--- config.mk ---
export PLATFORM = sky130hd
export DESIGN_NAME = rbst_slab
export DESIGN_NICKNAME = d
export VERILOG_FILES = /design/src/sv/assert_macros.svh /design/src/sv/rbst_pkg.sv /design/src/sv/rbst_slab.sv
export SDC_FILE = /design/constraint.sdc
export NUM_CORES = 2
export LEC_CHECK = 0
export ABC_AREA = 1
export BUFFER_PORTS_ARGS = -buffer_cell sky130_fd_sc_hd__clkbuf_2
export CORE_ASPECT_RATIO = 1.2
export CORE_MARGIN = 2
export CORE_UTILIZATION = 65
export DETAILED_ROUTE_END_ITERATION = 8
export GPL_ROUTABILITY_DRIVEN = 0
export PLACE_DENSITY_LB_ADDON = 0.2
export SYNTH_ARGS = -nofsm -noshare
export SYNTH_HDL_FRONTEND = slang
export SYNTH_SLANG_ARGS = --single-unit
--- constraint.sdc ---
create_clock -name i_clk -period 19.4 [get_ports i_clk]
set_input_delay 3.88 -clock i_clk [delete_from_list [all_inputs] [get_ports i_clk]]
set_output_delay 3.88 -clock i_clk [all_outputs]
set_load 0.02 [all_outputs]
--- src/sv/assert_macros.svh ---
// Assertion macros shared by the slab test RTL.
// No dependencies.
`ifndef ASSERT_MACROS_SVH
`define ASSERT_MACROS_SVH
// Implication checked every clock, quiet during reset.
`define ASSERT_IMPL(label, clk, rst_n, pre, post) \
    label: assert property (@(posedge clk) disable iff (!rst_n) (pre) |-> (post)) \
        else $error("assertion failed");
// Next-cycle implication.
`define ASSERT_NEXT(label, clk, rst_n, pre, post) \
    label: assert property (@(posedge clk) disable iff (!rst_n) (pre) |=> (post)) \
        else $error("assertion failed");
`endif

--- src/sv/rbst_pkg.sv ---
// Types and constants for the ray/box slab test.
// No dependencies.
package rbst_pkg;
    localparam int unsigned DW = 32;

    typedef struct packed {
        logic signed [DW-1:0] origin_x;
        logic signed [DW-1:0] origin_y;
        logic signed [DW-1:0] origin_z;
        logic signed [DW-1:0] dir_x;
        logic signed [DW-1:0] dir_y;
        logic signed [DW-1:0] dir_z;
        logic signed [DW-1:0] box_min_x;
        logic signed [DW-1:0] box_min_y;
        logic signed [DW-1:0] box_min_z;
        logic signed [DW-1:0] box_max_x;
        logic signed [DW-1:0] box_max_y;
        logic signed [DW-1:0] box_max_z;
    } t_in;

    typedef struct packed {
        logic                 hit;
        logic signed [DW-1:0] distance;
        logic [1:0]           outcome;
    } t_out;

    typedef enum logic [1:0] {
        OUT_HIT    = 2'd0,
        OUT_BEHIND = 2'd1,
        OUT_MISS   = 2'd2
    } t_outcome;

    localparam logic signed [DW-1:0] S32_MAX = 32'sh7FFF_FFFF;
    localparam logic signed [DW-1:0] S32_MIN = 32'sh8000_0000;

    // Saturate sign + 64-bit magnitude to signed 32.
    function automatic logic signed [DW-1:0] sat_signed(input logic neg,
                                                        input logic [63:0] mag);
        logic [DW-1:0] m;
        m = mag[DW-1:0];
        if (!neg) begin
            sat_signed = (mag > 64'h7FFF_FFFF) ? S32_MAX : $signed(m);
        end else begin
            sat_signed = (mag > 64'h8000_0000) ? S32_MIN : $signed(-m);
        end
    endfunction
endpackage

--- src/sv/rbst_slab.sv ---
// Slab distance: (corner - origin) * inv >> F, saturated; two register stages.
// Depends on rbst_pkg.
module rbst_slab #(
    parameter int unsigned FRAC_BITS = 16
) (
    input  logic                            i_clk,
    input  logic                            i_en,
    input  logic signed [rbst_pkg::DW-1:0] i_corner,
    input  logic signed [rbst_pkg::DW-1:0] i_orig,
    input  logic signed [rbst_pkg::DW-1:0] i_inv,
    output logic signed [rbst_pkg::DW-1:0] o_t
);
    logic signed [rbst_pkg::DW:0] n_diff;
    logic [rbst_pkg::DW:0]        r_dmag;
    logic [rbst_pkg::DW-1:0]      r_imag;
    logic                         r_neg;
    logic [64:0]                  r_prod;
    logic                         r_neg2;

    assign n_diff = {i_corner[rbst_pkg::DW-1], i_corner} - {i_orig[rbst_pkg::DW-1], i_orig};

    // Magnitudes and result sign.
    always_ff @(posedge i_clk) begin
        if (i_en) begin
            r_dmag <= n_diff[rbst_pkg::DW] ? -n_diff : n_diff;
            r_imag <= i_inv[rbst_pkg::DW-1] ? -i_inv : i_inv;
            r_neg  <= n_diff[rbst_pkg::DW] ^ i_inv[rbst_pkg::DW-1];
        end
    end

    // 33x32 unsigned product.
    always_ff @(posedge i_clk) begin
        if (i_en) begin
            r_prod <= 65'(r_dmag) * 65'(r_imag);
            r_neg2 <= r_neg;
        end
    end

    logic [64:0] n_sh;
    assign n_sh = r_prod >> FRAC_BITS;
    assign o_t  = rbst_pkg::sat_signed(r_neg2, n_sh[63:0]);
endmodule

==> summary.md <==
| Metric | Value |
|---|---|
| Status | completed |
| Largest family of logic cells by synthesized area | adder cells |
| H-tree Lvls | 4 |
| Mapped Cells | 5931 |
| Setup TNS Final | 0 ns |
| Post-synth EDFFs | 116 |
| Fin crit share | 39.6% |
| Post-route design area | 46500 um2 |
| # nets final | 7225 |
| Synth Area in Adders | 49.9% |
| Worst Hold Class | reg -> reg |
| Post-synth cell types | 50 |
| RSZ-0062 raised after global routing | false |
| # resized after CTS | 0 |
| Mux share of post-synthesis cell area | 0% |
| Syn nets | 7252 |
| Placed cells | 6794 |
| Post-Synth Simple-Gate Area | 19.3% |
| Post-synthesis xor/xnor area fraction | 2.32% |
| Mean post-synth cell area | 7.52 um2 |
| Yosys top cell area share | 41.6% |
| Die W | 243 um |
| Synth Area in Compound Gates | 3.67% |
| Area leader, netlist | fa_1 |
| Setup bufs post-CTS | 0 |
| Hold endpoint | r_neg2 |
| Final cell count without fillers | 6825 |
| WP data arrival | 7.87 ns |
| Starting Density | 65.4% |
| Yosys Warn Count | 0 |
| Final setup violation count | 0 |
| CP required | 19.59 ns |
| HPWL after DPL | 97200 um |
| Tot GR Track Use | 35.8% |
| Post-CTS Hold Fix Bufs | 0 |
| WS Path Type | reg -> reg |
| Die area | 70700 um2 |
| #FFs+latches synth | 116 |
| Worst slew margin relative to its limit | 31.8% |
| CP Capture Type | flop |
| Crit start category | flop |
| Core ar. | 68200 um2 |
| Worst hold path depth | 0 |
| CTS Sinks | 116 |
| Die height | 291 um |
| Mapped cell area | 44600 um2 |
| Sequential area share after synthesis | 7.82% |
| Reg2reg end | r_prod[54] |
| FF-to-FF setup slack | 11.72 ns |
| CTS buffer count | 17 |
| Detailed Route Iter0 Violations | 3096 |
| FMAX | 130 MHz |
| R2R Path Start | r_imag[8] |
| Top cells by area, synth | fa_1 42%, inv_1 15%, nand2_1 14%, ha_1 8.3%, edfxtp_1 7.8% |
| Routed len/inst | 17.7 um |
| Clock transition at path regs | 0.07 ns |
| Max-slew violation count | 0 |
| # IOs | 130 |
| Vias | 37200 |
| Largest net degree at the start of global routing | 74 |
| Layout cell share with drive strength beyond 1 | 4.56% |
| Initial antenna violation count | 0 |
| Final hold viol count | 0 |
| Global-route wire length before repair | 199000 um |
| Fin crit period | 7.68 ns |
| Hold Crit Start | r_neg |
| Vias per cell | 5.45 |
| Number of global-route vias before repair | 39300 |
| Root Driver | clkbuf_16 |
| Worst-skew pair later-pin latency | 0.44 ns |
| Placed cell areas | 45900 um2 |
| Max Cap Viol | 0 |
| Routed WL | 121000 um |
| GRT overflow | 0 |
| Async set-reset flop share out of synthesis | 0% |
| Reg2reg path depth | 22 |
| Final Skew | 0.0179 ns |
| Least-Margin Pin Slew | 1.02 ns |
| Number of antenna-violating nets in the routed design | 0 |
| Synth Flop Type | edfxtp_1 |
| # DRC | 0 |
| N_diodes | 0 |
| Pre-Repair DR Iteration Count | 6 |
| CTS tree | yes |
| Critical Path Fanout Max | 22 |
| # rows | 105 |
| PortBufs | 129 |
| Clock tree buffer depth | 2 |
| Area Overhead vs Synth | 4.38% |
[cells by family (layout without fill, tap and decap cells)]
logic type	count (synthesis)	in the layout
buf+inv	2006	1991
xor+xnor	117	117
simple gates	2174	2174
fa+ha+maj	1223	1223
compound gates	295	295
flops	116	116
[worst max-delay path: stages (launching register included)]
cell      delay [ns]
edfxtp_1        0.62
buf_4           0.39
nand2_1         0.14
fa_1            0.53
fa_1            0.54
fa_1            0.53
fa_1            0.52
inv_1           0.06
fa_1            0.57
fa_1            0.45
fa_1            0.59
inv_1           0.07
fa_1            0.54
inv_1           0.04
ha_1            0.37
a21oi_1         0.26
o21ai_0         0.22
a21oi_1         0.25
o21ai_0         0.19
a221oi_1        0.34
nand2_1         0.09
nand2_1         0.06
nand2_1         0.04
[layout by cell type (no fill, tap or decap), types with 4 or more instances in the layout]
| master | synthesis | layout |
|---|---|---|
| inv_1 | 1748 | 1748 |
| nand2_1 | 1652 | 1652 |
| fa_1 | 926 | 926 |
| ha_1 | 297 | 297 |
| nor2_1 | 284 | 284 |
| clkbuf_2 | 0 | 128 |
| a21oi_1 | 123 | 123 |
| nand3_1 | 122 | 122 |
| edfxtp_1 | 116 | 116 |
| o21ai_0 | 105 | 105 |
| xor2_1 | 88 | 88 |
| buf_4 | 1 | 70 |
| nor3_1 | 31 | 31 |
| nand4_1 | 30 | 30 |
| xnor2_1 | 28 | 28 |
| clkbuf_16 | 0 | 17 |
| nor4_1 | 15 | 15 |
| a31oi_1 | 14 | 14 |
| inv_2 | 13 | 13 |
| o21bai_1 | 11 | 11 |
| a21o_1 | 10 | 10 |
| nand3b_1 | 7 | 7 |
| o21ai_1 | 6 | 6 |
| nand2_2 | 6 | 6 |
| nor2_2 | 6 | 6 |
| clkinv_4 | 0 | 6 |
| o211ai_1 | 4 | 4 |
[worst max path at each step]
stage	to	cells after the start	start	slack, ns
finish	r_prod[54]	22	r_imag[8]	11.72
global route	r_prod[64]	21	r_imag[8]	11.41
CTS	r_prod[54]	22	r_imag[8]	11.77
detailed placement	r_prod[54]	22	r_imag[8]	11.80
global placement	r_prod[64]	25	r_imag[5]	11.91
floorplan	r_prod[64]	26	r_imag[2]	12.73
[final cells by class]
type	count	area (um2)
clock buffer	17	425
multi-input combinational	3809	33500
timing repair buffer	198	1170
tap	909	1140
sequential	116	3480
fill	5752	21700
inverter	1762	6610
clock inverter	14	155
[sequential cells by signal, indices dropped and copies added (netlist names)]
name    cells
r_dmag     33
r_neg2      1
r_imag     32
r_prod     49
r_neg       1
[cells in the mapped netlist (all sizes together), types with 9 or more instances]
master / count
inv: 1761
nand2: 1658
fa: 926
ha: 297
nor2: 293
clkbuf: 235
nand3: 125
a21oi: 123
edfxtp: 116
o21ai: 112
xor2: 89
nor3: 34
nand4: 30
xnor2: 28
nor4: 16
a31oi: 14
o21bai: 11
a21o: 10
buf: 9
[per-layer routing]
metal | track usage (%) | up-vias | wire (um)
met5 | 0.0684 | - | 0
met3 | 4.80 | 480 | 9730
li1 | - | 16800 | -
met2 | 62.1 | 1749 | 60100
met4 | 21.1 | 0 | 8390
met1 | 42.5 | 18200 | 42700
[metrics by stage]
| step | worst slack [ns] | hold WS [ns] | util, % |
|---|---|---|---|
| 3_3_place_gp | 11.91 | 0.403 | 67.4 |
| 3_5_place_dp | 11.80 | 0.406 | 67.4 |
| 5_1_grt | 11.41 | 0.421 | 68.2 |
| 2_1_floorplan | 12.73 | 0.400 | - |
| 4_1_cts | 11.77 | 0.420 | 68.2 |
| 6_report | 11.72 | 0.419 | 68.2 |
Power is not shown: default switching activity piles up to over one toggle a cycle in this logic, so the estimate is an artifact.
